==> src/hw/rtl/qrtt_pkg.sv <==
// ----------------------------------------------------------------------------
// qrtt_pkg
// Shared types, widths and register indexes for the quadrotor thrust model.
// ----------------------------------------------------------------------------
package qrtt_pkg;

    localparam int DUTY_W  = 18;
    localparam int DT_W    = 24;
    localparam int SPEED_W = 32;
    localparam int OUT_W   = 32;
    localparam int CFG_IDX_W = 4;
    localparam int CFG_DAT_W = 64;
    localparam int MUL_W   = 33;
    localparam int PROD_W  = 66;
    localparam int DIVD_W  = 56;
    localparam int DIVS_W  = 25;
    localparam int ACC_W   = 52;

    localparam logic [CFG_IDX_W-1:0] REG_MAX_SPEED  = 4'd0;
    localparam logic [CFG_IDX_W-1:0] REG_SPIN_UP    = 4'd1;
    localparam logic [CFG_IDX_W-1:0] REG_SPIN_DOWN  = 4'd2;
    localparam logic [CFG_IDX_W-1:0] REG_THRUST_K   = 4'd3;
    localparam logic [CFG_IDX_W-1:0] REG_DRAG_K     = 4'd4;
    localparam logic [CFG_IDX_W-1:0] REG_ROTOR_X    = 4'd5;
    localparam logic [CFG_IDX_W-1:0] REG_ROTOR_Y    = 4'd6;
    localparam logic [CFG_IDX_W-1:0] REG_SPIN_DIR   = 4'd7;

    typedef struct packed {
        logic busy;
        logic done;
    } t_div_stat;

    function automatic logic signed [OUT_W-1:0] sat32(input logic signed [ACC_W-1:0] v);
        logic signed [ACC_W-1:0] hi;
        logic signed [ACC_W-1:0] lo;
        hi = ACC_W'(64'sd2147483647);
        lo = -ACC_W'(64'sd2147483648);
        if (v > hi) begin
            return 32'sh7fffffff;
        end else if (v < lo) begin
            return 32'sh80000000;
        end
        return v[OUT_W-1:0];
    endfunction

endpackage

==> src/hw/rtl/qrtt_mul.sv <==
// ----------------------------------------------------------------------------
// qrtt_mul
// Shared signed multiplier with a registered product.
// ----------------------------------------------------------------------------
module qrtt_mul (
    input  logic                                i_clk,
    input  logic signed [qrtt_pkg::MUL_W-1:0]   i_a,
    input  logic signed [qrtt_pkg::MUL_W-1:0]   i_b,
    output logic signed [qrtt_pkg::PROD_W-1:0]  o_prod
);
    import qrtt_pkg::*;

    logic signed [PROD_W-1:0] r_prod;

    always_ff @(posedge i_clk) begin
        r_prod <= i_a * i_b;
    end

    assign o_prod = r_prod;

endmodule

==> config.mk <==
export PLATFORM = sky130hd
export DESIGN_NAME = qrtt_mul
export DESIGN_NICKNAME = d
export VERILOG_FILES = /design/src/hw/rtl/qrtt_pkg.sv /design/src/hw/rtl/qrtt_mul.sv
export SDC_FILE = /design/constraint.sdc
export NUM_CORES = 2
export LEC_CHECK = 0
export ABC_AREA = 1
export BUFFER_PORTS_ARGS = -buffer_cell sky130_fd_sc_hd__clkbuf_2
export CORE_MARGIN = 3
export CORE_UTILIZATION = 55
export CTS_BUF_LIST = sky130_fd_sc_hd__clkbuf_8
export DETAILED_ROUTE_END_ITERATION = 16
export HOLD_SLACK_MARGIN = 0.05
export PLACE_DENSITY = 0.74
export SLEW_MARGIN = 20
export SYNTH_ARGS = -nofsm -noshare
export SYNTH_HDL_FRONTEND = slang
export SYNTH_SLANG_ARGS = --single-unit
==> constraint.sdc <==
create_clock -name i_clk -period 11.6 [get_ports i_clk]
set_input_delay 0.58 -clock i_clk [delete_from_list [all_inputs] [get_ports i_clk]]
set_output_delay 0.58 -clock i_clk [all_outputs]
set_load 0.01 [all_outputs]
==> qor.csv <==
stage;metric;value;unit
status;outcome;finished, final reports clean;
route;route.detailed.vias_per_inst;5.10;
route;antenna_left;0;
route;vias;33100;
finish;final_core_utilization;57.3;%
logic_synthesis;fraction_of_synthesis_flops_using_an_asynchronous_set_or_reset_pin;0;%
worst_setup_path;path_cells;clkbuf_2 -> nand2_1 -> inv_1 -> fa_1 -> fa_1 -> fa_1 -> fa_1 -> fa_1 -> fa_1 -> fa_1 -> inv_1 -> fa_1 -> inv_1 -> ha_1 -> nand2_1 -> nor2_1 -> nand2_1 -> nor2_1 -> nand3_1 -> nand4_1 -> nand2_1;
clock_tree;cts_inserted_buffers;9;
floorplan;effective_utilization_at_floorplan;55.6;%
place;placed_cells;6474;
logic_synthesis;yosys_warnings;0;
worst_setup_path;timing.critical_path.slowest_stage_cell;fa_1;
logic_synthesis;synth_top_cell_by_area;fa_1;
clock_tree;cts_hold_buf;0;
global_route;via_count_of_the_first_global_routing_pass;36900;
logic_synthesis;syn_avg_cell_area;7.79;um^2
floorplan;io_pins;133;
route;wirelength;114000;um
route;drc_violation_total_after_the_first_tritonroute_iteration;2356;
logic_synthesis;post_synth_instance_area;43200;um^2
route;firstDrtPassIters;5;
sta;finalMaxSlewViolations;0;
global_route;grt_antenna_before_repair;8;
clock_tree;cts_tree;yes;
worst_setup_path;slowest_delay;0.95;ns
logic_synthesis;synth_fp_nets;6972;
floorplan;floorplan.die.height;286;um
clock_tree;cts-root-buf;clkbuf_8;
finish;post_layout_nonfiller_instances;6492;
sta;post-route-period-util;67.8;%
sta;report.final.setup_viol;0;
clock_tree;cts_resized;0;
floorplan;die_w;286;um
worst_setup_path;critPathLaunchType;input pin;
clock_tree;path_clk_slew;0.09;ns
clock_tree;clock_sinks;66;
global_route;gr-usage-all-layers;29.6;%
global_route;grt_pass1_wl;191000;um
worst_setup_path;critPathBufInv;4;
floorplan;floorplan.die_area;81900;um^2
finish;fillCellCount;7172;
clock_tree;h-tree-depth;3;
route;post-route-drc-count;0;
logic_synthesis;synth.ff_latch_count;66;
logic_synthesis;edff_count_synth;0;
worst_setup_path;critical-path-top-delay-family;adder cells;
sta;slew-limit-headroom;21.1;%
global_route;grt_max_degree;35;
worst_setup_path;criticalPathCategory;input pin to flop;
logic_synthesis;ys_top_cells_by_count;inv_1, nand2_1, fa_1, clkbuf_1, ha_1;
place;dp_hpwl;95400;um
job;max-cap-violations;0;
logic_synthesis;sequential_area_share_after_synthesis;3.06;%
finish;final_nets;6874;
floorplan;placement_rows;102;
sta;period_needed;7.86;ns
sta;totalNegativeSetupSlack;0;ns
sta;final_hold_viol_count;0;
worst_setup_path;critical_path_maximum_fanout;33;
sta;transition_at_the_pin_with_the_smallest_max_transition_slack;1.18;ns
sta;unrepaired_setup_endpoints_after_global_routing;false;
finish;final_layout_size_suffix_gt1_share;4.20;%
logic_synthesis;synth_cell_types;35;
logic_synthesis;yosys_most_used_dff;dfxtp_1;
place;buffer_ports.inserted;132;
finish;largest_register_ffs;66;
min_path;hold_path_class;input pin to flop;
place;place_congestion;0.951;
clock_tree;cts-root-to-sink-buffers;2;
finish;area_growth_syn_to_layout;3.04;%
logic_synthesis;synth.top_cell.area_share;53.1;%
worst_setup_path;crit_path_end_kind;flop;
floorplan;core_area;77600;um^2
worst_setup_path;cell_repeated_most_along_the_worst_path;fa_1;
clock_tree;postCtsSetupRepairBufs;0;
route;post_dr_wirelength_cell;17.6;um
global_route;grt.overflow.total;0;
logic_synthesis;synth.most_common_cell;inv_1;
sta;max_freq;127;MHz
logic_synthesis;synth_area_leaders;fa_1, inv_1, nand2_1;
worst_setup_path;timing.critical_path.required;11.84;ns
logic_synthesis;synthCells;5543;
worst_setup_path;cp.arrival;8.10;ns
-- through the flow --
step	worst slack (ns)	hold WS (ns)	instance area, um^2
3_5_place_dp	3.26	0.967	44300
5_1_grt	3.33	0.815	44500
6_report	3.74	0.793	44500
4_1_cts	3.63	0.787	44500
3_3_place_gp	3.31	0.968	44300
2_1_floorplan	4.26	0.844	43200
-- kinds of logic after synthesis --
group	after synthesis	synth area share, %
flops	66	3.06
simple gates	1810	16.6
fa+ha+maj	1362	59.4
buf+inv	2158	18.8
xor+xnor	41	0.832
compound gates	106	1.38
-- per-layer routing --
metal / vias up / global-route usage (%) / part of all wire [%]
li1: 14800 / - / -
met5: - / 0 / 0.047
met4: 8 / 12.3 / 5.1
met3: 356 / 4.71 / 7.8
met2: 1378 / 51.6 / 50
met1: 16600 / 36.8 / 37
-- final timing paths --
check	startpoint	to	cells after the start
setup / recovery	i_a[32]	o_prod[47]	21
hold / removal	i_a[0]	o_prod[0]	4
-- area by class of cell --
| class | count | area (um^2) | share of cell area [%] |
|---|---|---|---|
| Multi-Input combinational cell | 3319 | 33800 | 75.9 |
| Inverter | 1895 | 7110 | 16.0 |
| Sequential cell | 66 | 1320 | 2.97 |
| Tap cell | 1040 | 1300 | 2.93 |
| Timing Repair Buffer | 154 | 826 | 1.86 |
| Clock buffer | 10 | 138 | 0.309 |
| Clock inverter | 4 | 21.3 | 0.0478 |
| Antenna cell | 4 | 10.0 | 0.0225 |
-- layout by cell type (no fill, tap or decap), types with 2 or more instances in the layout --
| cell | netlist | final |
|---|---|---|
| o21bai_1 | 14 | 14 |
| a21oi_2 | 4 | 4 |
| nor2_4 | 3 | 3 |
| inv_1 | 1894 | 1895 |
| fa_1 | 1145 | 1144 |
| and2_1 | 2 | 2 |
| o21ai_1 | 3 | 3 |
| clkbuf_8 | 0 | 10 |
| xnor2_1 | 4 | 4 |
| nand3b_1 | 3 | 3 |
| o21ai_0 | 19 | 19 |
| nand2_1 | 1517 | 1517 |
| ha_1 | 217 | 217 |
| xor2_1 | 37 | 37 |
| diode_2 | 0 | 4 |
| nor3_1 | 7 | 7 |
| clkinv_2 | 0 | 2 |
| a21oi_1 | 61 | 61 |
| nand3_1 | 70 | 70 |
| or2_2 | 5 | 5 |
| buf_4 | 0 | 22 |
| nor4_1 | 4 | 4 |
| nand2_2 | 17 | 17 |
| clkbuf_2 | 0 | 131 |
| dfxtp_1 | 66 | 66 |
| nor2_2 | 20 | 20 |
| nor2_1 | 131 | 131 |
| a21o_1 | 2 | 2 |
| nand4_1 | 19 | 19 |
| nand3_2 | 8 | 8 |
-- worst min-delay path, stage by stage --
cell and delay [ns]:
clkbuf_2 0.08, buf_4 0.27, nand2_1 0.14, inv_1 0.04
Power is left out: the tool's default activity adds up to more than one toggle a clock period on the data nets, which glitch-free logic cannot reach.
