**config.mk**
```make
export PLATFORM = sky130hd
export DESIGN_NAME = qrtt_div
export DESIGN_NICKNAME = d
export VERILOG_FILES = /design/src/hw/rtl/qrtt_pkg.sv /design/src/hw/rtl/qrtt_div.sv
export SDC_FILE = /design/constraint.sdc
export NUM_CORES = 1
export LEC_CHECK = 0
export BUFFER_PORTS_ARGS = -buffer_cell sky130_fd_sc_hd__buf_2
export CAP_MARGIN = 25
export CORE_UTILIZATION = 45
export DETAILED_ROUTE_END_ITERATION = 10
export GPL_TIMING_DRIVEN = 0
export PLACE_DENSITY = 0.73
export SYNTH_ARGS = -nofsm -noshare
export SYNTH_HDL_FRONTEND = slang
export SYNTH_SLANG_ARGS = --single-unit
```
**constraint.sdc**
```tcl
create_clock -name i_clk -period 3.55 [get_ports i_clk]
set_input_delay 0.1775 -clock i_clk [delete_from_list [all_inputs] [get_ports i_clk]]
set_output_delay 0.1775 -clock i_clk [all_outputs]
set_load 0.05 [all_outputs]
```
**src/hw/rtl/qrtt_pkg.sv**
```systemverilog
// ----------------------------------------------------------------------------
// qrtt_pkg
// Shared types, widths and register indexes for the quadrotor thrust model.
// ----------------------------------------------------------------------------
package qrtt_pkg;

    localparam int DUTY_W  = 18;
    localparam int DT_W    = 24;
    localparam int SPEED_W = 32;
    localparam int OUT_W   = 32;
    localparam int CFG_IDX_W = 4;
    localparam int CFG_DAT_W = 64;
    localparam int MUL_W   = 33;
    localparam int PROD_W  = 66;
    localparam int DIVD_W  = 56;
    localparam int DIVS_W  = 25;
    localparam int ACC_W   = 52;

    localparam logic [CFG_IDX_W-1:0] REG_MAX_SPEED  = 4'd0;
    localparam logic [CFG_IDX_W-1:0] REG_SPIN_UP    = 4'd1;
    localparam logic [CFG_IDX_W-1:0] REG_SPIN_DOWN  = 4'd2;
    localparam logic [CFG_IDX_W-1:0] REG_THRUST_K   = 4'd3;
    localparam logic [CFG_IDX_W-1:0] REG_DRAG_K     = 4'd4;
    localparam logic [CFG_IDX_W-1:0] REG_ROTOR_X    = 4'd5;
    localparam logic [CFG_IDX_W-1:0] REG_ROTOR_Y    = 4'd6;
    localparam logic [CFG_IDX_W-1:0] REG_SPIN_DIR   = 4'd7;

    typedef struct packed {
        logic busy;
        logic done;
    } t_div_stat;

    function automatic logic signed [OUT_W-1:0] sat32(input logic signed [ACC_W-1:0] v);
        logic signed [ACC_W-1:0] hi;
        logic signed [ACC_W-1:0] lo;
        hi = ACC_W'(64'sd2147483647);
        lo = -ACC_W'(64'sd2147483648);
        if (v > hi) begin
            return 32'sh7fffffff;
        end else if (v < lo) begin
            return 32'sh80000000;
        end
        return v[OUT_W-1:0];
    endfunction

endpackage

```
**src/hw/rtl/qrtt_div.sv**
```systemverilog
// ----------------------------------------------------------------------------
// qrtt_div
// Restoring divider, one quotient bit per cycle.
// ----------------------------------------------------------------------------
module qrtt_div (
    input  logic                            i_clk,
    input  logic                            i_rst_n,
    input  logic                            i_start,
    input  logic [qrtt_pkg::DIVD_W-1:0]     i_dividend,
    input  logic [qrtt_pkg::DIVS_W-1:0]     i_divisor,
    output logic [qrtt_pkg::SPEED_W-1:0]    o_quot,
    output qrtt_pkg::t_div_stat             o_stat
);
    import qrtt_pkg::*;

    localparam int CNT_W = $clog2(DIVD_W + 1);

    logic [DIVD_W-1:0] r_quot;
    logic [DIVS_W-1:0] r_rem;
    logic [DIVS_W-1:0] r_divs;
    logic [CNT_W-1:0]  r_cnt;
    logic              r_busy;
    logic              r_done;
    logic [DIVS_W:0]   n_shift;
    logic [DIVS_W:0]   n_diff;

    always_comb begin
        n_shift = {r_rem, r_quot[DIVD_W-1]};
        n_diff  = n_shift - {1'b0, r_divs};
    end

    always_ff @(posedge i_clk) begin
        if (!i_rst_n) begin
            r_busy <= 1'b0;
            r_done <= 1'b0;
            r_cnt  <= '0;
        end else begin
            r_done <= 1'b0;
            if (i_start) begin
                r_busy <= 1'b1;
                r_cnt  <= CNT_W'(DIVD_W);
                r_rem  <= '0;
                r_quot <= i_dividend;
                r_divs <= i_divisor;
            end else if (r_busy) begin
                if (!n_diff[DIVS_W]) begin
                    r_rem <= n_diff[DIVS_W-1:0];
                end else begin
                    r_rem <= n_shift[DIVS_W-1:0];
                end
                r_quot <= {r_quot[DIVD_W-2:0], ~n_diff[DIVS_W]};
                r_cnt  <= r_cnt - 1'b1;
                if (r_cnt == CNT_W'(1)) begin
                    r_busy <= 1'b0;
                    r_done <= 1'b1;
                end
            end
        end
    end

    assign o_quot      = r_quot[SPEED_W-1:0];
    assign o_stat.busy = r_busy;
    assign o_stat.done = r_done;

endmodule
```
==> results.py <==
metrics = {
    "outcome": {
        "run_status": "finished, final reports clean",
    },
    "setup_path": {
        "setup.worst_path.end_class": "flip-flop",
        "critical_path_required_ps": 3690,
        "cp-start-kind": "flip-flop",
        "critPathArrivalTime_ps": 3550,
        "crit_type": "flip-flop to flip-flop",
        "path_max_fanout": 10,
    },
    "floorplan": {
        "die_area_um2": 14600,
        "dieHeight_um": 121,
        "floorplan.initialDensity": 0.459,
        "floorplan.rows": 43,
        "placeableCoreArea_um2": 13800,
        "floorplan.io_pins": 118,
        "die_w_um": 121,
    },
    "routing": {
        "first_iter_violations": 345,
        "met3_wirelength_um": 614,
        "avgRoutedWirePerCell_um": 15.9,
        "first_pass_iters": 5,
        "vias_per_cell": 5.25,
        "wl_met1_um": 5950,
        "drt_wl_total_um": 13900,
        "dr.max_layer_used": "met4",
        "ant_nets": 0,
        "route.met2.wl_um": 7130,
        "route.vias.total": 4578,
        "drc": 0,
    },
    "grt": {
        "antenna_found_initial": 0,
        "grt_pass1_wl_um": 22100,
        "overall_fraction_of_global_route_tracks_in_use": 0.198,
        "globalRouteOverflowTotal": 0,
        "vias_in_the_first_global_route": 4559,
        "grt_start_max_net_pins": 67,
    },
    "power_and_ir_drop": {
        "internal_cell_power_mw": 3.05,
        "clock_power_share": 0.384,
        "ir_drop_mv": 0.314,
        "leakagePower_nw": 3.30,
        "power.share.switching": 0.283,
        "switching_power_mw": 1.21,
        "comb_power_share": 0.225,
        "power-per-cell-area_nw_per_um2": 528,
        "seq_power_share": 0.391,
    },
    "yosys": {
        "post_synth_num_cell_types": 55,
        "synth_compound_gate_area_share": 0.151,
        "synthesis.instances": 518,
        "synth.cell_area_um2": 6340,
        "avgSynthCellArea_um2": 12.2,
        "cell_types_occupying_the_most_area_after_synthesis": "edfxtp_1 50%, mux2_2 9.8%, ha_1 5.3%",
        "synth_top_family_by_area": "compound AO/OA/AOI/OAI gates",
        "post-synth-top-area-cell": "edfxtp_1",
        "synthDominantCellAreaShare": 0.502,
        "post_synth_xor_area_fraction": 0.0193,
        "synthSimpleGateAreaFrac": 0.0689,
        "count_of_warnings_emitted_by_yosys": 0,
        "synth-seq-area-share": 0.527,
        "postSynth.asyncResetShare": 0,
        "post_synth_fa_ha_maj_area_fraction": 0.0564,
        "synth_edf_count": 106,
        "synth-main-ff-cell": "edfxtp_1",
        "synth.net_count": 630,
        "post_synth_mux_area_share": 0.0977,
        "ffs_latches_synth": 114,
    },
    "clock_tree": {
        "cts.path.max_buffers": 2,
        "clk_pin_slew_worst_paths_ps": 50,
        "cts-buffers-inserted": 17,
        "insertion_delay_ps": 420,
        "postCtsSetupBuffers": 0,
        "cts_htree_levels": 4,
        "tritoncts_num_sinks": 114,
        "clockRootBuffer": "clkbuf_16",
        "clock_tree_from_tritoncts": "built",
    },
    "timing": {
        "worst_clock_skew_ps": 8.93,
        "period_share": 0.962,
        "clock_period_minus_final_worst_setup_slack_ps": 3420,
        "setup_viol": 0,
        "hold-worst-slack_ps": 52.4,
        "timing_worst_slew_pin_value_ps": 883,
        "drv_slew": 0,
        "maxSlewHeadroom": 0.411,
        "timing.fmax_mhz": 293,
        "finalHoldViolCount": 0,
    },
    "cells_and_area": {
        "antennaDiodeCount": 0,
        "finalNetCount": 791,
        "drive_above_1_share": 0.384,
        "nFillCells": 1148,
        "instances_no_fill": 872,
        "area_delta_synth_final_pct": 27.0,
        "postLayoutCoreUtil": 0.582,
    },
    "placement": {
        "dp.final_hpwl_um": 9620,
        "placedCellCount": 816,
        "gp_congestion": 0.851,
        "port_buffers": 117,
    },
    "min_path": {
        "min_path_type": "input port to flip-flop",
    },
    "job": {
        "max_cap_viol_count": 0,
    },
}
==> cell type report <==
type | instances | area (um^2) | area share
Buffer | 54 | 358 | 0.0444
Timing Repair Buffer | 144 | 878 | 0.109
Clock buffer | 18 | 429 | 0.0533
Sequential cell | 114 | 3340 | 0.415
Multi-Input combinational cell | 311 | 2540 | 0.315
Tap cell | 180 | 225 | 0.0280
Clock inverter | 14 | 139 | 0.0172
Inverter | 37 | 139 | 0.0172
==> placed cells by master, fill, tap and decap left out, types with 7 or more instances in the layout <==
master / Yosys / routed
xnor2_1: 11 / 11
nand2_1: 23 / 23
edfxtp_1: 106 / 106
a21o_1: 9 / 9
inv_1: 37 / 37
clkbuf_16: 0 / 17
dfxtp_1: 8 / 8
o21ai_0: 17 / 17
dlygate4sd3_1: 0 / 25
a21oi_1: 23 / 22
o21a_1: 14 / 13
ha_1: 27 / 27
buf_2: 5 / 122
o211ai_1: 14 / 14
o21ai_1: 7 / 7
mux2_2: 55 / 55
clkbuf_1: 11 / 8
buf_4: 35 / 35
nor2_1: 23 / 23
==> through the flow <==
| step | worst slack, ps | cell area [um^2] | power [mW] | setup TNS (ps) |
|---|---|---|---|---|
| after CTS | 68.2 | 8010 | 4.27 | 0 |
| after floorplan | 489 | 6340 | 2.37 | 0 |
| after detailed placement | -108 | 7190 | 2.60 | -834 |
| final | 133 | 8050 | 4.25 | 0 |
| after global routing | -18.2 | 8050 | 4.43 | -18.3 |
| after global placement | -392 | 7150 | 2.57 | -31520 |
==> cells in the mapped netlist, types with 5 or more instances <==
library cell  count
edfxtp_1        106
mux2_2           55
inv_1            37
buf_4            35
ha_1             27
a21oi_1          23
nand2_1          23
nor2_1           23
o21ai_0          17
o211ai_1         14
o21a_1           14
clkbuf_1         11
xnor2_1          11
a21o_1            9
dfxtp_1           8
o21ai_1           7
a31o_1            6
nor3_1            6
o41ai_2           6
and3_1            5
buf_2             5
nor2b_1           5
==> power groups by stage <==
stage | logic, mW | registers, mW | clock network, mW
global route | 1.05 | 1.67 | 1.71
floorplan | 0.698 | 1.67 | 0
global placement | 0.879 | 1.69 | 0
finish | 0.958 | 1.66 | 1.63
detailed placement | 0.911 | 1.69 | 0
CTS | 0.940 | 1.66 | 1.66
==> worst max-delay path, stage by stage (launching register included) <==
cell and delay, ps:
edfxtp_1 400, ha_1 390, a21oi_2 170, o21ai_1 90, or4_4 450, a211oi_4 310
a2111oi_4 150, o31a_1 370, buf_2 210, buf_2 220, o211ai_1 280, o31ai_2 110
==> sequential cells by signal (all words and copies together) (netlist names) <==
register,cells
r_busy,1
r_divs,25
r_quot,56
r_done,1
r_cnt,6
r_rem,25
==> layer usage <==
layer | up-vias | GRT usage
met1 | 2212 | 0.245
met5 | - | 0
met2 | 113 | 0.332
li1 | 2236 | -
met3 | 17 | 0.0486
met4 | 0 | 0.0795
==> path summary, 6_finish.rpt <==
kind | slack, ps | cells past startpoint | from | end
hold / removal | 50 | 3 | i_dividend[0] | r_quot[0]
hold reg to reg | 500 | 2 | r_cnt[1] | r_cnt[1]
setup / recovery | 130 | 11 | r_rem[13] | r_rem[17]
setup reg to reg | 130 | 11 | r_rem[13] | r_rem[17]
==> cell families (layout without fill, tap and decap cells) <==
family          count (synthesis)  in the layout
compound gates                127            127
xor+xnor                       14             14
fa+ha+maj                      28             28
buf+inv                        93            267
flops                         114            114
mux                            55             55
simple gates                   87             87
==> what timing repair did <==
item,4_1_cts,5_1_grt
endpoints found under the setup margin,12,25
pin swaps,0,1
resized for setup,1,8
hold endpoints to repair,25,0
hold buffers,25,0
No activity file was read; power rests on OpenSTA's default activity.
